$ cat config.mk
export PLATFORM = sky130hd
export DESIGN_NAME = utf8_lossy_sanitizer_top
export DESIGN_NICKNAME = d
export VERILOG_FILES = /design/src/rtl/uls_pkg.sv /design/src/rtl/uls_front.sv /design/src/rtl/uls_fifo.sv /design/src/rtl/uls_back.sv /design/src/rtl/utf8_lossy_sanitizer_top.sv
export SDC_FILE = /design/constraint.sdc
export NUM_CORES = 1
export LEC_CHECK = 0
export BUFFER_PORTS_ARGS = -buffer_cell sky130_fd_sc_hd__buf_4
export CAP_MARGIN = 20
export CORE_MARGIN = 2
export CORE_UTILIZATION = 45
export CTS_CLUSTER_DIAMETER = 40
export DETAILED_ROUTE_END_ITERATION = 10
export SLEW_MARGIN = 20
export SYNTH_ARGS = -nofsm -noshare
export SYNTH_HDL_FRONTEND = slang
export SYNTH_SLANG_ARGS = --single-unit
export TNS_END_PERCENT = 10
$ cat constraint.sdc
create_clock -name clk -period 11.4 [get_ports clk]
set_input_delay 1.14 -clock clk [delete_from_list [all_inputs] [get_ports clk]]
set_output_delay 1.14 -clock clk [all_outputs]
set_load 0.01 [all_outputs]
$ cat src/rtl/uls_pkg.sv
// shared types, constants and decode functions of the utf-8 sanitizer
package uls_pkg;

  localparam logic [7:0] RepByte0 = 8'hEF;
  localparam logic [7:0] RepByte1 = 8'hBF;
  localparam logic [7:0] RepByte2 = 8'hBD;

  localparam int unsigned FifoDepth = 4;
  localparam int unsigned FifoAw    = $clog2(FifoDepth);

  // one command from the front: either copy len bytes or emit EF BF BD
  typedef struct packed {
    logic            rep;
    logic [2:0]      len;
    logic [3:0][7:0] bytes;
    logic            run_last;
    logic            stream_end;
  } cmd_t;

  // sequence length from a lead byte, zero for an invalid lead
  function automatic logic [2:0] lead_len(input logic [7:0] c);
    logic [2:0] l;
    if (c[7] == 1'b0)              l = 3'd1;
    else if (c[7:5] == 3'b110)     l = 3'd2;
    else if (c[7:4] == 4'b1110)    l = 3'd3;
    else if (c[7:3] == 5'b11110)   l = 3'd4;
    else                           l = 3'd0;
    return l;
  endfunction

  // check of a complete sequence; w[0] is the lead byte
  function automatic logic seq_ok(input logic [3:0][7:0] w, input logic [2:0] len);
    logic c1;
    logic c2;
    logic c3;
    logic ok;
    c1 = (w[1][7:6] == 2'b10);
    c2 = (w[2][7:6] == 2'b10);
    c3 = (w[3][7:6] == 2'b10);
    case (len)
      3'd1: ok = 1'b1;
      // overlong when the code point is below 0x80, i.e. lead payload bits 4:1 are zero
      3'd2: ok = c1 && (w[0][4:1] != 4'd0);
      // overlong below 0x800, surrogate range D800..DFFF
      3'd3: ok = c1 && c2 && !((w[0][3:0] == 4'd0) && !w[1][5])
                 && !((w[0][3:0] == 4'hD) && w[1][5]);
      // at least 0x10000 and at most 0x10FFFF
      3'd4: ok = c1 && c2 && c3
                 && ((w[0][2:0] != 3'd0) || (w[1][5:4] != 2'd0))
                 && ((w[0][2:0] < 3'd4)
                     || ((w[0][2:0] == 3'd4) && (w[1][5:4] == 2'd0)));
      default: ok = 1'b0;
    endcase
    return ok;
  endfunction

endpackage

$ cat src/rtl/uls_front.sv
// front end: buffers pending bytes, classifies sequences, issues commands
module uls_front (
  input  logic          clk,
  input  logic          rst,
  input  logic          push,
  output logic          full,
  input  logic [7:0]    in_byte,
  input  logic          is_last,
  output logic          cmd_push,
  input  logic          cmd_full,
  output uls_pkg::cmd_t cmd
);
  import uls_pkg::*;

  logic            busy;
  logic            busy_next;
  logic [3:0][7:0] hold;
  logic [3:0][7:0] hold_next;
  logic [2:0]      n;
  logic [2:0]      n_next;
  logic [2:0]      pos;
  logic [2:0]      pos_next;
  logic            last;
  logic            last_next;

  logic            accept;
  logic [3:0][7:0] win;
  logic [2:0]      avail;
  logic [2:0]      len;
  logic            brk;
  logic            ok;
  logic [2:0]      adv;
  logic [2:0]      npos;
  logic [2:0]      avail2;
  logic [2:0]      len2;
  logic            brk2;
  logic            rl;
  logic            done;

  assign full   = busy;
  assign accept = push && !busy;

  always_comb begin
    logic [3:0] idx;
    for (int i = 0; i < 4; i++) begin
      idx = {1'b0, pos} + 4'(i);
      win[i] = (idx < 4'd4) ? hold[idx[1:0]] : 8'd0;
    end
  end

  always_comb begin
    avail  = n - pos;
    len    = lead_len(win[0]);
    brk    = (len != 3'd0) && (avail < len) && !last;
    ok     = (len != 3'd0) && (avail >= len) && seq_ok(win, len);
    adv    = ok ? len : 3'd1;
    npos   = pos + adv;
    avail2 = n - npos;
    len2   = (npos < 3'd4) ? lead_len(hold[npos[1:0]]) : 3'd0;
    // results stop after this command when the buffer runs out or waits
    brk2   = (npos != n) && (len2 != 3'd0) && (avail2 < len2) && !last;
    rl     = (npos == n) || brk2;
    done   = (pos == n) || brk;
  end

  always_comb begin
    cmd.rep        = !ok;
    cmd.len        = ok ? len : 3'd3;
    cmd.bytes      = win;
    cmd.run_last   = rl;
    cmd.stream_end = rl && last;
  end

  assign cmd_push = busy && !done && !cmd_full;

  always_comb begin
    busy_next = busy;
    hold_next = hold;
    n_next    = n;
    pos_next  = pos;
    last_next = last;
    if (accept) begin
      hold_next[n[1:0]] = in_byte;
      n_next    = n + 3'd1;
      pos_next  = 3'd0;
      last_next = is_last;
      busy_next = 1'b1;
    end else if (busy && done) begin
      // keep the unfinished tail at the bottom of the buffer
      hold_next = win;
      n_next    = n - pos;
      pos_next  = 3'd0;
      busy_next = 1'b0;
    end else if (cmd_push) begin
      pos_next = npos;
    end
  end

  always_ff @(posedge clk) begin
    if (rst) begin
      busy <= 1'b0;
      n    <= 3'd0;
      pos  <= 3'd0;
      last <= 1'b0;
    end else begin
      busy <= busy_next;
      n    <= n_next;
      pos  <= pos_next;
      last <= last_next;
    end
    hold <= hold_next;
  end

endmodule

$ cat src/rtl/uls_fifo.sv
// short command queue between front and back
module uls_fifo (
  input  logic          clk,
  input  logic          rst,
  input  logic          wr,
  output logic          full,
  input  uls_pkg::cmd_t wdata,
  input  logic          rd,
  output logic          nonempty,
  output uls_pkg::cmd_t rdata
);
  import uls_pkg::*;

  cmd_t              mem [FifoDepth];
  logic [FifoAw-1:0] wptr;
  logic [FifoAw-1:0] rptr;
  logic [FifoAw:0]   count;
  logic              do_wr;
  logic              do_rd;

  assign full     = (count == (FifoAw + 1)'(FifoDepth));
  assign nonempty = (count != '0);
  assign do_wr    = wr && !full;
  assign do_rd    = rd && nonempty;
  assign rdata    = mem[rptr];

  always_ff @(posedge clk) begin
    if (rst) begin
      wptr  <= '0;
      rptr  <= '0;
      count <= '0;
    end else begin
      if (do_wr) wptr <= wptr + 1'b1;
      if (do_rd) rptr <= rptr + 1'b1;
      case ({do_wr, do_rd})
        2'b10:   count <= count + 1'b1;
        2'b01:   count <= count - 1'b1;
        default: count <= count;
      endcase
    end
    if (do_wr) mem[wptr] <= wdata;
  end

endmodule

$ cat src/rtl/uls_back.sv
// back end: expands commands into output bytes, one per transaction
module uls_back (
  input  logic          clk,
  input  logic          rst,
  input  logic          cmd_valid,
  output logic          cmd_pop,
  input  uls_pkg::cmd_t cmd,
  output logic          empty,
  input  logic          pop,
  output logic [7:0]    out_byte,
  output logic          is_replacement,
  output logic          run_last,
  output logic          stream_end
);
  import uls_pkg::*;

  cmd_t       cur;
  logic       cur_valid;
  logic [1:0] idx;
  logic       at_end;
  logic       take;

  assign at_end  = ({1'b0, idx} == (cur.len - 3'd1));
  assign take    = !cur_valid || (pop && at_end);
  assign cmd_pop = cmd_valid && take;
  assign empty   = !cur_valid;

  always_comb begin
    if (cur.rep) begin
      case (idx)
        2'd0:    out_byte = RepByte0;
        2'd1:    out_byte = RepByte1;
        default: out_byte = RepByte2;
      endcase
    end else begin
      out_byte = cur.bytes[idx];
    end
    is_replacement = cur.rep;
    run_last       = at_end && cur.run_last;
    stream_end     = at_end && cur.stream_end;
  end

  always_ff @(posedge clk) begin
    if (rst) begin
      cur_valid <= 1'b0;
      idx       <= 2'd0;
    end else if (take) begin
      cur_valid <= cmd_valid;
      idx       <= 2'd0;
    end else if (pop) begin
      idx <= idx + 2'd1;
    end
    if (take) cur <= cmd;
  end

endmodule

$ cat src/rtl/utf8_lossy_sanitizer_top.sv
// utf-8 sanitizer top level: front end, command queue and back end
//
// input channel: raw bytes with an end-of-stream mark, written like a queue
// (push while full is low). result channel: sanitized bytes, read like a
// queue (out fields valid while empty is low, pop takes one).
// each input byte is buffered with up to three earlier pending bytes; the
// front end then resolves one sequence or one replacement per cycle while
// the command queue has room, and at the end stores the unfinished tail.
// full stays high while that runs. the back end emits one byte per cycle
// while pop is high and empty is low, from its current command (1..4
// copied bytes, or EF BF BD for a replacement); a result is registered in
// the command queue and then in the back end before it shows. a four-entry
// command queue lets the front keep working while the reader stalls; when
// the queue fills the front end waits with full held high. run_last marks
// the last byte caused by an input byte, stream_end the last byte of a
// stream; after a byte marked last the buffer is empty. reset drops the
// buffer, the queue and any waiting result.
module utf8_lossy_sanitizer_top (
  input  logic       clk,
  input  logic       rst,
  input  logic       push,
  output logic       full,
  input  logic [7:0] in_byte,
  input  logic       is_last,
  output logic       empty,
  input  logic       pop,
  output logic [7:0] out_byte,
  output logic       is_replacement,
  output logic       run_last,
  output logic       stream_end
);
  import uls_pkg::*;

  cmd_t cmd_in;
  cmd_t cmd_out;
  logic cmd_push;
  logic cmd_full;
  logic cmd_valid;
  logic cmd_pop;

  uls_front u_front (
    .clk      (clk),
    .rst      (rst),
    .push     (push),
    .full     (full),
    .in_byte  (in_byte),
    .is_last  (is_last),
    .cmd_push (cmd_push),
    .cmd_full (cmd_full),
    .cmd      (cmd_in)
  );

  uls_fifo u_fifo (
    .clk      (clk),
    .rst      (rst),
    .wr       (cmd_push),
    .full     (cmd_full),
    .wdata    (cmd_in),
    .rd       (cmd_pop),
    .nonempty (cmd_valid),
    .rdata    (cmd_out)
  );

  uls_back u_back (
    .clk            (clk),
    .rst            (rst),
    .cmd_valid      (cmd_valid),
    .cmd_pop        (cmd_pop),
    .cmd            (cmd_out),
    .empty          (empty),
    .pop            (pop),
    .out_byte       (out_byte),
    .is_replacement (is_replacement),
    .run_last       (run_last),
    .stream_end     (stream_end)
  );

endmodule

After elaboration in Yosys (flattened, before gate mapping) --
Memories as Yosys holds them, arrays and structs flattened. A register that Yosys moved wholly into a read port is not among the register bits. Index checks and enable logic that the tools add are counted.
Storage, ports and cells: register bits 50, RAM bits 152, input bits 13, output and inout bits 13, word-level logic and storage cells 165, memories 1
Memories:
- u_fifo.mem | depth 4, bits a word 38, rd ports 1, clocked after Yosys merged registers in 1, write ports 1, line uls_fifo.sv:14 | cmd_t mem [FifoDepth];
Cells by class: add/sub/neg operators 13, order comparisons 17, equal/unequal tests 23, multiplexer cells 42, reduce and logical (&&, ||, !) cells 56
Operators with widths (number):
- $bmux 8 s2 | 6
- $mux 8 | 12
- $mux 32 | 2
- $mux 3 | 13
- $bwmux 32 | 1
- $logic_and 1x1->1 | 29
- $lt 2x3->1 const B | 7
- $demux 8 s2 | 1
- $eq 3x3->1 const B | 5
- $pmux 7 s2 | 1
- $eq 4x4->1 const B | 3
- $lt 4x3->1 const B | 3
- $reduce_bool 3->1 | 4
- $eq 5x5->1 const B | 2
- $logic_not 1->1 | 9
- $lt 3x3->1 const B | 3
- $add 3x2->4 const B | 2
- $eq 2x2->1 const B | 4
- $add 2x1->2 const B | 3
- $add 3x1->3 const B | 2
- $eq 3x2->1 const B | 2
- $eq 3x3->1 | 2
- $lt 3x3->1 | 2
- $pmux 3 s2 | 1
- 19 further kinds | 32

Logic depth before layout (Yosys ltp) --
word-level depth 27, gate-level depth with buffers 26, mapped depth without buffers 22

Hierarchy --
Synthesis repeated with hierarchy kept, for this count alone.
Second synthesis, totals: cells, all modules 733, area, all modules 11297.1 um^2
By module, submodules not included:
- uls_fifo | instances 1, cells an instance 250, area each 5973.2 um^2, sequential area each 4744.6 um^2
- uls_front | instances 1, cells an instance 394, area each 3664.8 um^2, sequential area each 1121.1 um^2
- uls_back | instances 1, cells an instance 89, area each 1659.1 um^2, sequential area each 1201.2 um^2

Worst setup path after synthesis --
No wires, ideal clock.
path kind flip-flop to flip-flop, from reg u_front.pos[0], to mem u_fifo.mem[0][1] (netlist name), data pin, arrival 4978 ps, setup slack 6145 ps, stages on the path, launching flop included 27, path buffers 4, clock period less this slack 5255 ps, cells stage by stage dfxtp_1 > buf_6 > buf_6 > buf_4 > mux4_2 > nand2_1 > nor2_1 > nand2_1 > nand2_1 > ha_1 > nand2b_1 > a211oi_1 > nor3_1 > o311ai_0 > a31oi_1 > nand3b_1 > ha_1 > fa_1 > clkbuf_1 > mux4_2 > nand2_1 > nand3_1 > ha_1 > a21boi_0 > o21ai_0 > a21oi_1 > mux2i_1
RTL lines:
- from (decl) | line uls_front.sv:21 | logic [2:0] pos;
- from (signal assigned) | line uls_front.sv:108 | pos <= pos_next;
- to (decl) | line uls_fifo.sv:14

==> impl_metrics.csv <==
group,metric,value,unit
logic_synthesis,synthTopCellsByArea,"edfxtp_1, mux4_2, dfxtp_1",
sta,setup_viol,0,
grt,grt_pass1_wl,41600,um
logic_synthesis,synth_largest_area_cell,"edfxtp_1",
logic_synthesis,muxShareOfSynthArea,16.0,%
detailed_routing,wire_per_inst,24.0,um
detailed_routing,viasPerCell,5.91,
grt,grt_max_degree,57,
sta,finClkSkew,0.0156,ns
setup_path,critPathLaunchType,"register",
logic_synthesis,synth_edf_count,222,
power,leakage,4.48,nW
grt,grt_pass1_vias,6901,
power,vdd_drop_max,0.108,mV
detailed_routing,ant_nets,0,
logic_synthesis,yosysWarnings,0,
place,hpwl,17500,um
place,numPortBuffers,25,
worst_hold_path,whs_path_depth,2,
logic_synthesis,syn-num-nets,777,
clock_tree,cts_tree,"built",
sta,rsz0062_at_grt,"no",
logic_synthesis,synthFlopType,"edfxtp_1",
setup_path,slowest_stage,"ha_1",
clock_tree,ctsHoldBuffers,0,
clock_tree,clkTransAtPathRegs,0.05,ns
sta,finalCriticalPeriod,6.39,ns
logic_synthesis,yosys.cell_types.count,61,
setup_path,critPathMaxStageDelay,0.86,ns
grt,grt-ovfl-total,0,
setup_path,startpoint,"u_front.pos[0]",
clock_tree,htree_levels,2,
clock_tree,clk_latency,0.51,ns
sta,worst_slew_pin_slew,1.09,ns
setup_path,worst-setup-path-type,"reg -> reg",
logic_synthesis,ys_async_sr_fraction,0,%
detailed_routing,drtPass1Iterations,5,
worst_hold_path,min_path_type,"reg -> reg",
setup_path,r2r_cells,19,
detailed_routing,dr.first_iter.drc_count,536,
setup_path,cp_max_fo,56,
clock_tree,post_cts_resized,0,
final_layout,final_core_util,52.9,%
floorplan,start_util,46.0,%
logic_synthesis,netlist.area_leader.share,59.3,%
power,power_density,225,mW/mm^2
sta,period_share,56.1,%
setup_path,ff2ff_setup_slack,5.01,ns
logic_synthesis,synth_top_family_by_area,"multiplexers",
setup_path,required,11.70,ns
flow_run,maxCapViolCount,0,
floorplan,ios,26,
setup_path,cp_common_cell,"nor2_1",
logic_synthesis,synthCells,735,
sta,slew_headroom,27.1,%
logic_synthesis,synth_seq_cells,240,
detailed_routing,drc,0,
clock_tree,post_cts_buffers,0,
logic_synthesis,synthAdderAreaFrac,3.49,%
logic_synthesis,yosys.area_share.xor_xnor,1.37,%
logic_synthesis,synthSimpleGateAreaFrac,8.49,%
worst_hold_path,worstHoldStart,"u_fifo.count[2]",
sta,drv_slew,0,
logic_synthesis,avgSynthCellArea,15.3,sq um
grt,grt_use_total,21.3,%
final_layout,drive_gt1_share,24.0,%
sta,hold_viol,0,
floorplan,rows,57,
setup_path,arrival,6.69,ns
clock_tree,cts_buffer_depth,3,
outcome,outcome,"completed",
logic_synthesis,synth_area,0.0112,sq mm
logic_synthesis,yosysSeqAreaShare,62.5,%
grt,grt_antenna_before_repair,2,
clock_tree,clock_sinks,240,
detailed_routing,vias,6620,
setup_path,critPathBufInv,2,
logic_synthesis,synth_compound_area_share,5.56,%
floorplan,design.core.area,0.0245,sq mm
floorplan,dieArea,0.0263,sq mm
final_layout,nNetsFinal,812,
setup_path,crit_family,"adder cells",
sta,tns,0,ns
detailed_routing,routed_wirelength,26900,um
clock_tree,numCtsBuffers,34,
setup_path,worstSetupEndpointType,"register",
setup_path,crit_chain,"buf_4 > inv_1 > ha_1 > mux4_2 > nor2_1 > nor2_1 > o221ai_4 > o21ai_0 > a21oi_2 > nor2_1 > fa_1 > mux4_2 > nand2_1 > nand3_1 > ha_1 > a21boi_0 > o21ai_0 > a21oi_1 > mux2i_1",
final_layout,antennaDiodeCount,0,
place,gp_congestion,0.931,
clock_tree,cts_root_buffer,"clkbuf_16",
floorplan,die_y,162,um
setup_path,path_depth,19,
sta,max_freq,156,MHz
setup_path,r2r-start,"u_front.pos[0]",
floorplan,die_w,162,um
final_layout,synthToLayoutAreaGrowth,15.1,%
registers in the layout (all words and copies together), names as in the netlist, 2 cells and up:
register	count
u_fifo.rptr	2
u_fifo.count	3
u_front.pos	3
u_front.hold	32
u_back.cur	37
u_front.n	3
u_fifo.wptr	2
u_back.idx	2
u_fifo.mem	152
worst paths after layout:
check,end
setup / recovery,u_fifo.mem[2][1]
hold / removal,u_fifo.count[2]
setup reg to reg,u_fifo.mem[2][1]
hold reg to reg,u_fifo.count[2]
worst min-delay path: cells and delay by family (launching register included):
family         cells  cell delay, ns
flip-flops         1            0.33
AO/OA/AOI/OAI      2            0.15
routing by layer:
layer  routed length, um  part of all wire [%]  global-route usage (%)
met1               11800                    44                    30.0
met2               12400                    46                    33.0
met3                1800                   6.7                    4.26
met4                 848                   3.2                    8.05
met5                   0                     0                       0
stage by stage:
step	std cells	area, sq um	hold WS (ns)	total power (W)	setup slack [ns]
finish	1120	13000	0.530	0.00291	5.01
CTS	1120	13000	0.518	0.00293	5.06
global route	1120	13000	0.574	0.00304	4.48
floorplan	735	11200	0.463	0.00165	6.14
global placement	1058	11800	0.482	0.00185	5.29
detailed placement	1058	11800	0.511	0.00187	5.07
power breakdown:
group / total, W / internal (W) / switching (W)
sequential: 0.00122 / 0.00115 / 0.0000746
combinational: 0.000636 / 0.000266 / 0.000371
clock: 0.00106 / 0.000663 / 0.000392
cell usage in the layout, fill, tap and decap left out, types with 4 or more instances in the layout:
cell type / synthesis / layout
edfxtp_1: 222 / 222
mux4_2: 68 / 68
nor2_1: 56 / 52
nand2_1: 49 / 49
clkbuf_16: 0 / 35
buf_4: 2 / 35
nand3_1: 32 / 32
inv_1: 32 / 32
ha_1: 25 / 25
o21ai_0: 19 / 19
mux2i_1: 17 / 17
dfxtp_1: 18 / 15
a211oi_1: 14 / 14
a21oi_1: 14 / 14
a21o_1: 14 / 14
and2_1: 12 / 12
and3_1: 12 / 12
o31ai_1: 10 / 10
nor3_1: 9 / 9
mux2_2: 8 / 8
xor2_1: 7 / 7
xnor2_1: 6 / 6
or2_2: 6 / 6
clkinv_2: 0 / 6
nand2b_1: 4 / 4
nor2_4: 0 / 4
fa_1: 4 / 4
clkbuf_1: 21 / 4
bufinv_16: 0 / 4
kinds of logic (layout without fill, tap and decap cells):
family | Yosys count | count (layout)
DFF | 240 | 240
and+or+nand+nor | 198 | 198
muxes | 94 | 94
AOI/OAI and AO/OA | 89 | 89
buffers and inverters | 70 | 131
adders and majority gates | 29 | 29
xor gates and xnor gates | 15 | 15
synthesized netlist by cell type, drive strengths merged, types with 17 or more instances:
cell / n
mux4: 68
mux2i: 17
edfxtp: 222
clkbuf: 21
nand3: 33
nand2: 50
inv: 34
o21ai: 19
nor2: 56
ha: 25
dfxtp: 18
final cells by class:
| class | instances | area, sq um |
|---|---|---|
| multi-input cells | 425 | 3960 |
| clock inverters | 23 | 273 |
| flip-flops and latches | 240 | 7030 |
| repair buffers | 35 | 263 |
| fillers | 1974 | 11500 |
| clock buffers | 39 | 891 |
| inverters | 34 | 128 |
| well taps | 324 | 405 |
(Power assumes the default switching activity.)
